==> config.mk <==
export PLATFORM = sky130hd
export DESIGN_NAME = adsr_linear_envelope
export DESIGN_NICKNAME = d
export VERILOG_FILES = /design/src/sv/adsr_pkg.sv /design/src/sv/adsr_muldiv.sv /design/src/sv/adsr_linear_envelope.sv
export SDC_FILE = /design/constraint.sdc
export NUM_CORES = 2
export LEC_CHECK = 0
export BUFFER_PORTS_ARGS = -buffer_cell sky130_fd_sc_hd__buf_4
export CORE_UTILIZATION = 41
export DETAILED_ROUTE_END_ITERATION = 6
export GPL_TIMING_DRIVEN = 0
export PLACE_DENSITY = 0.6
export SLEW_MARGIN = 20
export SYNTH_ARGS = -nofsm -noshare
export SYNTH_HDL_FRONTEND = slang
export SYNTH_SLANG_ARGS = --single-unit
==> constraint.sdc <==
create_clock -name clock -period 10 [get_ports clock]
set_input_delay 0 -clock clock [delete_from_list [all_inputs] [get_ports clock]]
set_output_delay 0 -clock clock [all_outputs]
set_load 0.01 [all_outputs]
==> src/sv/adsr_pkg.sv <==
// adsr_pkg: shared widths, phase codes and register indexes for the linear
// adsr envelope generator and its multiply/divide unit
// depends on: nothing
`default_nettype none

package adsr_pkg;

   localparam int LEN_WIDTH       = 24;
   localparam int SUS_WIDTH       = 16;
   localparam int PHASE_WIDTH     = 3;
   localparam int CSR_INDEX_WIDTH = 2;
   localparam int CSR_DATA_WIDTH  = 24;

   typedef logic [PHASE_WIDTH-1:0]     phase_type;
   typedef logic [CSR_INDEX_WIDTH-1:0] csr_index_type;

   localparam phase_type PH_IDLE    = 3'd0;
   localparam phase_type PH_ATTACK  = 3'd1;
   localparam phase_type PH_DECAY   = 3'd2;
   localparam phase_type PH_SUSTAIN = 3'd3;
   localparam phase_type PH_RELEASE = 3'd4;

   localparam csr_index_type REG_ATTACK  = 2'd0;
   localparam csr_index_type REG_DECAY   = 2'd1;
   localparam csr_index_type REG_RELEASE = 2'd2;
   localparam csr_index_type REG_SUSTAIN = 2'd3;

   localparam logic [LEN_WIDTH-1:0] ATTACK_RESET  = 24'd480;
   localparam logic [LEN_WIDTH-1:0] DECAY_RESET   = 24'd4800;
   localparam logic [LEN_WIDTH-1:0] RELEASE_RESET = 24'd4800;
   localparam logic [SUS_WIDTH-1:0] SUSTAIN_RESET = 16'd49152;

endpackage

`default_nettype wire

==> src/sv/adsr_muldiv.sv <==
// adsr_muldiv: one multiply then a restoring divide, one quotient bit a cycle
// through a single shared subtractor; quotient must fit QUOT_WIDTH bits
// depends on: adsr_pkg
`default_nettype none

module adsr_muldiv
   import adsr_pkg::*;
#(
   parameter int QUOT_WIDTH = 16
) (
   input  wire logic                  clock,
   input  wire logic                  reset,
   input  wire logic                  start,
   input  wire logic [QUOT_WIDTH-1:0] op_a,
   input  wire logic [LEN_WIDTH-1:0]  op_b,
   input  wire logic [LEN_WIDTH-1:0]  den,
   output logic                       done,
   output logic [QUOT_WIDTH-1:0]      quot
);

   localparam int PROD_WIDTH = QUOT_WIDTH + LEN_WIDTH;
   localparam int ITER_WIDTH = $clog2(QUOT_WIDTH);

   localparam logic [1:0] S_IDLE = 2'd0;
   localparam logic [1:0] S_MUL  = 2'd1;
   localparam logic [1:0] S_DIV  = 2'd2;

   logic [1:0]            state_ff, state_in;
   logic                  done_ff, done_in;
   logic [ITER_WIDTH-1:0] iter_ff, iter_in;
   logic [QUOT_WIDTH-1:0] a_ff, a_in;
   logic [LEN_WIDTH-1:0]  b_ff, b_in;
   logic [LEN_WIDTH-1:0]  den_ff, den_in;
   logic [LEN_WIDTH-1:0]  rem_ff, rem_in;
   logic [QUOT_WIDTH-1:0] quot_ff, quot_in;

   logic [PROD_WIDTH-1:0] prod;
   logic [LEN_WIDTH:0]    shifted;
   logic [LEN_WIDTH+1:0]  diff;
   logic                  borrow;

   assign prod    = PROD_WIDTH'(a_ff) * PROD_WIDTH'(b_ff);
   assign shifted = {rem_ff, quot_ff[QUOT_WIDTH-1]};
   assign diff    = {1'b0, shifted} - {2'b00, den_ff};
   assign borrow  = diff[LEN_WIDTH+1];

   always_comb begin
      state_in = state_ff;
      done_in  = 1'b0;
      iter_in  = iter_ff;
      a_in     = a_ff;
      b_in     = b_ff;
      den_in   = den_ff;
      rem_in   = rem_ff;
      quot_in  = quot_ff;
      unique case (state_ff)
         S_IDLE: begin
            if (start) begin
               a_in     = op_a;
               b_in     = op_b;
               den_in   = den;
               state_in = S_MUL;
            end
         end
         S_MUL: begin
            // high part is below den since the quotient fits
            rem_in   = prod[PROD_WIDTH-1:QUOT_WIDTH];
            quot_in  = prod[QUOT_WIDTH-1:0];
            iter_in  = ITER_WIDTH'(QUOT_WIDTH - 1);
            state_in = S_DIV;
         end
         S_DIV: begin
            rem_in  = borrow ? shifted[LEN_WIDTH-1:0] : diff[LEN_WIDTH-1:0];
            quot_in = {quot_ff[QUOT_WIDTH-2:0], ~borrow};
            iter_in = iter_ff - 1'b1;
            if (iter_ff == '0) begin
               done_in  = 1'b1;
               state_in = S_IDLE;
            end
         end
         default: begin
            state_in = S_IDLE;
         end
      endcase
   end

   always_ff @(posedge clock) begin
      if (reset) begin
         state_ff <= S_IDLE;
         done_ff  <= 1'b0;
      end else begin
         state_ff <= state_in;
         done_ff  <= done_in;
      end
      iter_ff <= iter_in;
      a_ff    <= a_in;
      b_ff    <= b_in;
      den_ff  <= den_in;
      rem_ff  <= rem_in;
      quot_ff <= quot_in;
   end

   assign done = done_ff;
   assign quot = quot_ff;

endmodule

`default_nettype wire

==> src/sv/adsr_linear_envelope.sv <==
// adsr_linear_envelope: linear adsr envelope, one tick per audio sample
// holds the phase sequencer, configuration registers and output register
// depends on: adsr_pkg, adsr_muldiv
//
// channel  dir  handshake              payload
// req      in   req_valid/req_ready    req_gate
// rsp      out  rsp_valid/rsp_ready    rsp_level, rsp_phase
// csr      in   csr_valid/csr_ready    csr_index, csr_wdata
//
// a tick that needs a ramp level passes from transfer through the multiply, the divide
// (one quotient bit a cycle), the done flag and the load of the output register;
// a tick with a fixed level goes from transfer straight to the load
// req_ready is low until the result is loaded
// a stalled rsp holds the next result in the sequencer and the divider output
// reset is synchronous and restores idle phase and register defaults
`default_nettype none

module adsr_linear_envelope
   import adsr_pkg::*;
#(
   parameter int COUNT_WIDTH = 24,
   parameter int LEVEL_WIDTH = 16
) (
   input  wire logic                      clock,
   input  wire logic                      reset,
   input  wire logic                      req_valid,
   output logic                           req_ready,
   input  wire logic                      req_gate,
   output logic                           rsp_valid,
   input  wire logic                      rsp_ready,
   output logic [LEVEL_WIDTH-1:0]         rsp_level,
   output logic [PHASE_WIDTH-1:0]         rsp_phase,
   input  wire logic                      csr_valid,
   output logic                           csr_ready,
   input  wire logic [CSR_INDEX_WIDTH-1:0] csr_index,
   input  wire logic [CSR_DATA_WIDTH-1:0] csr_wdata
);

   localparam int BIG_WIDTH = (COUNT_WIDTH > LEN_WIDTH) ? COUNT_WIDTH : LEN_WIDTH;
   localparam int SW_WIDTH  = (LEVEL_WIDTH > SUS_WIDTH) ? LEVEL_WIDTH : SUS_WIDTH;
   localparam logic [LEVEL_WIDTH-1:0] FULL      = {LEVEL_WIDTH{1'b1}};
   localparam logic [COUNT_WIDTH-1:0] COUNT_MAX = {COUNT_WIDTH{1'b1}};

   localparam logic [1:0] T_IDLE = 2'd0;
   localparam logic [1:0] T_WAIT = 2'd1;
   localparam logic [1:0] T_FIN  = 2'd2;

   logic [LEN_WIDTH-1:0]   attack_ff, decay_ff, release_ff;
   logic [SUS_WIDTH-1:0]   sustain_ff;
   logic [1:0]             state_ff, state_in;
   phase_type              phase_ff, phase_in;
   logic [COUNT_WIDTH-1:0] count_ff, count_in;
   logic                   prev_gate_ff;
   logic [LEVEL_WIDTH-1:0] hold_ff, hold_in;
   logic                   invert_ff, invert_in;
   logic                   use_div_ff, use_div_in;
   logic                   rsp_valid_ff, rsp_valid_in;
   logic [LEVEL_WIDTH-1:0] rsp_level_ff, rsp_level_in;
   phase_type              rsp_phase_ff, rsp_phase_in;

   logic                   accept;
   logic                   load;
   phase_type              ph0;
   logic [COUNT_WIDTH-1:0] cnt0;
   logic [BIG_WIDTH-1:0]   cx;
   logic [LEN_WIDTH-1:0]   c_len;
   logic [SW_WIDTH-1:0]    sus_x;
   logic [LEVEL_WIDTH-1:0] sus;
   logic                   advance;
   logic [LEVEL_WIDTH-1:0] op_a;
   logic [LEN_WIDTH-1:0]   op_b;
   logic [LEN_WIDTH-1:0]   den;
   logic                   div_done;
   logic [LEVEL_WIDTH-1:0] quot;

   assign accept    = req_valid && req_ready;
   assign req_ready = (state_ff == T_IDLE);
   assign csr_ready = 1'b1;
   assign load      = (state_ff == T_FIN) && (!rsp_valid_ff || rsp_ready);

   assign sus_x = SW_WIDTH'(sustain_ff);
   assign sus   = (sus_x > SW_WIDTH'(FULL)) ? FULL : sus_x[LEVEL_WIDTH-1:0];

   // tick evaluation, edges first
   always_comb begin
      ph0  = phase_ff;
      cnt0 = count_ff;
      if (req_gate && !prev_gate_ff) begin
         ph0  = PH_ATTACK;
         cnt0 = '0;
      end
      if (!req_gate && prev_gate_ff) begin
         ph0  = PH_RELEASE;
         cnt0 = '0;
      end
      cx         = BIG_WIDTH'(cnt0);
      c_len      = cx[LEN_WIDTH-1:0];
      phase_in   = ph0;
      count_in   = cnt0;
      advance    = 1'b1;
      hold_in    = '0;
      invert_in  = 1'b0;
      use_div_in = 1'b0;
      op_a       = FULL;
      op_b       = c_len;
      den        = attack_ff;
      unique case (ph0)
         PH_ATTACK: begin
            if (cx >= BIG_WIDTH'(attack_ff)) begin
               phase_in = PH_DECAY;
               count_in = '0;
               hold_in  = FULL;
               advance  = 1'b0;
            end else begin
               use_div_in = 1'b1;
            end
         end
         PH_DECAY: begin
            if (cx >= BIG_WIDTH'(decay_ff)) begin
               phase_in = PH_SUSTAIN;
               count_in = '0;
               hold_in  = sus;
               advance  = 1'b0;
            end else begin
               use_div_in = 1'b1;
               invert_in  = 1'b1;
               op_a       = FULL - sus;
               den        = decay_ff;
            end
         end
         PH_SUSTAIN: begin
            hold_in = sus;
         end
         PH_RELEASE: begin
            if (cx >= BIG_WIDTH'(release_ff)) begin
               phase_in = PH_IDLE;
               advance  = 1'b0;
            end else begin
               use_div_in = 1'b1;
               op_a       = sus;
               op_b       = release_ff - c_len;
               den        = release_ff;
            end
         end
         PH_IDLE: begin
            hold_in = '0;
         end
         default: begin
            phase_in = PH_IDLE;
         end
      endcase
      if (advance && (cnt0 != COUNT_MAX)) begin
         count_in = cnt0 + 1'b1;
      end
   end

   always_comb begin
      state_in = state_ff;
      unique case (state_ff)
         T_IDLE: begin
            if (accept) begin
               state_in = use_div_in ? T_WAIT : T_FIN;
            end
         end
         T_WAIT: begin
            if (div_done) begin
               state_in = T_FIN;
            end
         end
         T_FIN: begin
            if (load) begin
               state_in = T_IDLE;
            end
         end
         default: begin
            state_in = T_IDLE;
         end
      endcase
   end

   always_comb begin
      rsp_valid_in = rsp_valid_ff;
      rsp_level_in = rsp_level_ff;
      rsp_phase_in = rsp_phase_ff;
      if (rsp_valid_ff && rsp_ready) begin
         rsp_valid_in = 1'b0;
      end
      if (load) begin
         rsp_valid_in = 1'b1;
         rsp_phase_in = phase_ff;
         if (!use_div_ff) begin
            rsp_level_in = hold_ff;
         end else if (invert_ff) begin
            rsp_level_in = FULL - quot;
         end else begin
            rsp_level_in = quot;
         end
      end
   end

   always_ff @(posedge clock) begin
      if (reset) begin
         attack_ff    <= ATTACK_RESET;
         decay_ff     <= DECAY_RESET;
         release_ff   <= RELEASE_RESET;
         sustain_ff   <= SUSTAIN_RESET;
         state_ff     <= T_IDLE;
         phase_ff     <= PH_IDLE;
         count_ff     <= '0;
         prev_gate_ff <= 1'b0;
         rsp_valid_ff <= 1'b0;
      end else begin
         if (csr_valid && csr_ready) begin
            unique case (csr_index)
               REG_ATTACK:  attack_ff  <= csr_wdata[LEN_WIDTH-1:0];
               REG_DECAY:   decay_ff   <= csr_wdata[LEN_WIDTH-1:0];
               REG_RELEASE: release_ff <= csr_wdata[LEN_WIDTH-1:0];
               REG_SUSTAIN: sustain_ff <= csr_wdata[SUS_WIDTH-1:0];
               default: begin
               end
            endcase
         end
         state_ff     <= state_in;
         rsp_valid_ff <= rsp_valid_in;
         if (accept) begin
            phase_ff     <= phase_in;
            count_ff     <= count_in;
            prev_gate_ff <= req_gate;
         end
      end
      if (accept) begin
         hold_ff    <= hold_in;
         invert_ff  <= invert_in;
         use_div_ff <= use_div_in;
      end
      rsp_level_ff <= rsp_level_in;
      rsp_phase_ff <= rsp_phase_in;
   end

   adsr_muldiv #(
      .QUOT_WIDTH (LEVEL_WIDTH)
   ) u_muldiv (
      .clock (clock),
      .reset (reset),
      .start (accept && use_div_in),
      .op_a  (op_a),
      .op_b  (op_b),
      .den   (den),
      .done  (div_done),
      .quot  (quot)
   );

   assign rsp_valid = rsp_valid_ff;
   assign rsp_level = rsp_level_ff;
   assign rsp_phase = rsp_phase_ff;

endmodule

`default_nettype wire

==> metrics <==
fmax=123 MHz; Setup violations, final=0; Initial Util=just over 40%; post-synthesis sequential area ratio=between 20% and 30%; Hold Path Class=in2reg; initial antenna violation count=5; CTS buffer count=29; Tmin final=~8100 ps; Layout area overhead=10.1%; CP Capture Type=flip-flop; Clock Latency Late Sink=590 ps; crit-path cells=clkbuf_1 > nand2_1 > fa_1 > inv_1 > fa_1 > fa_1 > fa_1 > fa_1 > inv_1 > fa_1 > inv_1 > ha_1 > clkbuf_1 > nand4_1 > nor3_1 > nand3_1 > nor4_1 > o2111ai_1 > nand4_1 > o211ai_1 > or4_1 > nand3_1; wire length per cell=20.3 um; Layout Nets=roughly 3800; outcome=complete, no violations; GRT Resource Usage Total=about 25%; CTS clock-pin slew for the worst setup and hold paths=roughly 70 ps; clock sinks=approximately 270; most frequent cells in the layout=nand2_1 (574), inv_1 (470), fa_1 (308); Filler Cell Count=6538; vias per inst=5.37; Top-Level Pins=54; Max Cap Viol=0; relative slew slack=between 30% and 40%; multi-input combinational cell area=18300 sq um; Crit path arrival time=8590 ps; most common cell after layout, fill and taps aside=nand2_1; antenna cells=0; ys async rst share=0%; final WL=roughly 84000 um; Gate Count Post-Synth=between 3000 and 4000; fraction of layout cells with a size suffix above 1=roughly 4.4%; Post-Syn Area=around 27000 sq um; Die W=about 260 um; Max H-tree Level=1; DRC viols=0; worst slew pin tran=roughly 1000 ps; Sequential Area=between 6000 and 7000 sq um; router iterations before antenna repair=7; CP max stage cell=edfxtp_1; GPL Wtd Cong=0.931; # rows=94; core box area=~66000 sq um; FF+latch count, synth=267; DRT antenna net count=0; Syn Nets=roughly 3700; grt ovf=0; Post-synth EDFFs=145; vias in the first global route=around 23000; critical path's largest stage delay=around 670 ps; Final Hold Fails=0; part of the cycle the worst path needs=around four fifths; crit-path most repeated cell=fa_1; library cells used by synthesis=between 70 and 80; largest net degree at the start of global routing=56; TNS Setup=0 ps; die area=between 60000 and 70000 sq um; port buffer count=50; global-route wire length before repair=around 130000 um; Synth Area per Inst=8.77 sq um; CTS Buffer Depth=3; CP Launch Type=flip-flop; Top FF cell, synth=edfxtp_1; setup bufs post-CTS=0; worst setup path category=reg2reg; hpwl dp=about 68000 um; Critical Path Fanout Max=10; DR vias=around 22000; Req. time, crit path=10450 ps; RSZ-0062 raised after global routing=false; CTS tree=built; CTS root buf=clkbuf_16; Clock Skew=approximately 11 ps; Die H=approximately 260 um; drt first-iter violations=between 1500 and 2000; Syn. warnings=0; Final Max Slew Viols=0
## timing repair
action                                 in CTS  in global routing
resized for setup                           0                  0
endpoints found under the hold margin      99                  0
hold buffers                               30                  0
## kinds of logic after synthesis
family                     count (synthesis)  share of synthesized area (%)
buffers and inverters                    611                           8.43
other                                      1                         0.0137
AOI/OAI and AO/OA                        570                           13.2
xor gates and xnor gates                  90                           2.94
and+or+nand+nor                         1046                           17.5
DFF                                      267                           24.8
adders and majority gates                522                           32.2
muxes                                     21                          0.812
## per-stage QoR
| step | hold WS (ps) | utilization, % | area, sq um | worst slack, ps | cells |
|---|---|---|---|---|---|
| finish | 29.9 | 45.7 | 30200 | 1860 | 4128 |
| global placement | 269 | 43.8 | 28900 | 1790 | 4042 |
| floorplan | 118 | - | 27400 | 3600 | 3128 |
| CTS | 7.33 | 45.7 | 30200 | 1840 | 4128 |
| detailed placement | 274 | 43.9 | 28900 | 1900 | 4044 |
| global route | 105 | 45.7 | 30200 | 1480 | 4128 |
## Yosys cell counts, types with 6 or more instances
library cell  number  area, sq um
nand3_1           51          255
a21boi_0           7         52.6
buf_2              6         30.0
nand4_1           18          113
nand3b_1          10         75.1
mux2i_1           11          110
mux2_2            10          113
nand2b_1          16          100
nor2_1           103          387
xnor2_1           57          499
a21o_1            61          458
clkbuf_1         126          473
o21ai_0          136          681
o211ai_1          37          278
or2_2              6         37.5
nor2b_1           10         62.6
and3_1            23          144
nor3_1            28          140
ha_1             213         2670
dfxtp_1          122         2440
a22oi_1           28          210
fa_1             308         6170
and4_1             6         52.6
a211o_1           13          114
xor2_1            32          280
a21oi_1          170          851
o21a_1            15          113
a31oi_1           16          100
a211oi_1          18          135
inv_1            470         1760
o31ai_1            6         45.0
and2_1           170         1060
nand2_1          574         2150
edfxtp_1         145         4350
or3_1             12         75.1
## worst paths after layout
kind,startpoint,to,cells past startpoint,slack (ps)
setup reg to reg,u_muldiv.a_ff[12],u_muldiv.rem_ff[23],22,1860
hold / removal,csr_index[0],release_ff[14],4,30
hold reg to reg,attack_ff[21],attack_ff[21],2,450
setup / recovery,u_muldiv.a_ff[12],u_muldiv.rem_ff[23],22,1860
## area by class of cell
| class | count | share of cell area (%) |
|---|---|---|
| Tap cell | 864 | 3.58 |
| Multi-Input combinational cell | 2250 | 60.8 |
| Buffer | 139 | 1.80 |
| Inverter | 472 | 5.87 |
| Sequential cell | 267 | 22.5 |
| Timing Repair Buffer | 82 | 2.36 |
| Clock inverter | 18 | 0.506 |
| Clock buffer | 36 | 2.59 |
## registers in the layout (all words and copies together) (netlist names), 2 cells and up
name / count
state_ff: 2
u_muldiv.den_ff: 24
sus_x: 16
attack_ff: 24
hold_ff: 16
phase_ff: 3
decay_ff: 24
u_muldiv.iter_ff: 4
u_muldiv.quot: 16
u_muldiv.a_ff: 16
rsp_phase: 3
release_ff: 24
u_muldiv.b_ff: 24
u_muldiv.rem_ff: 24
u_muldiv.state_ff: 2
rsp_level: 16
count_ff: 24
## critical path: cells and delay by family (launching register included)
family / cells / cell delay [ps]
compound gates: 2 / 390
fa+ha+maj: 7 / 3510
buf+inv: 5 / 1130
simple gates: 8 / 2320
flops: 1 / 670
## layer usage
metal	wire length, um	vias up	track usage, %
li1	-	10500	-
met1	36800	10800	35.0
met2	38800	739	42.0
met3	5230	138	2.25
met4	2920	2	8.54
met5	13	-	0
Power is not shown: default switching activity piles up to over one toggle a cycle in this logic, so the estimate is an artifact.
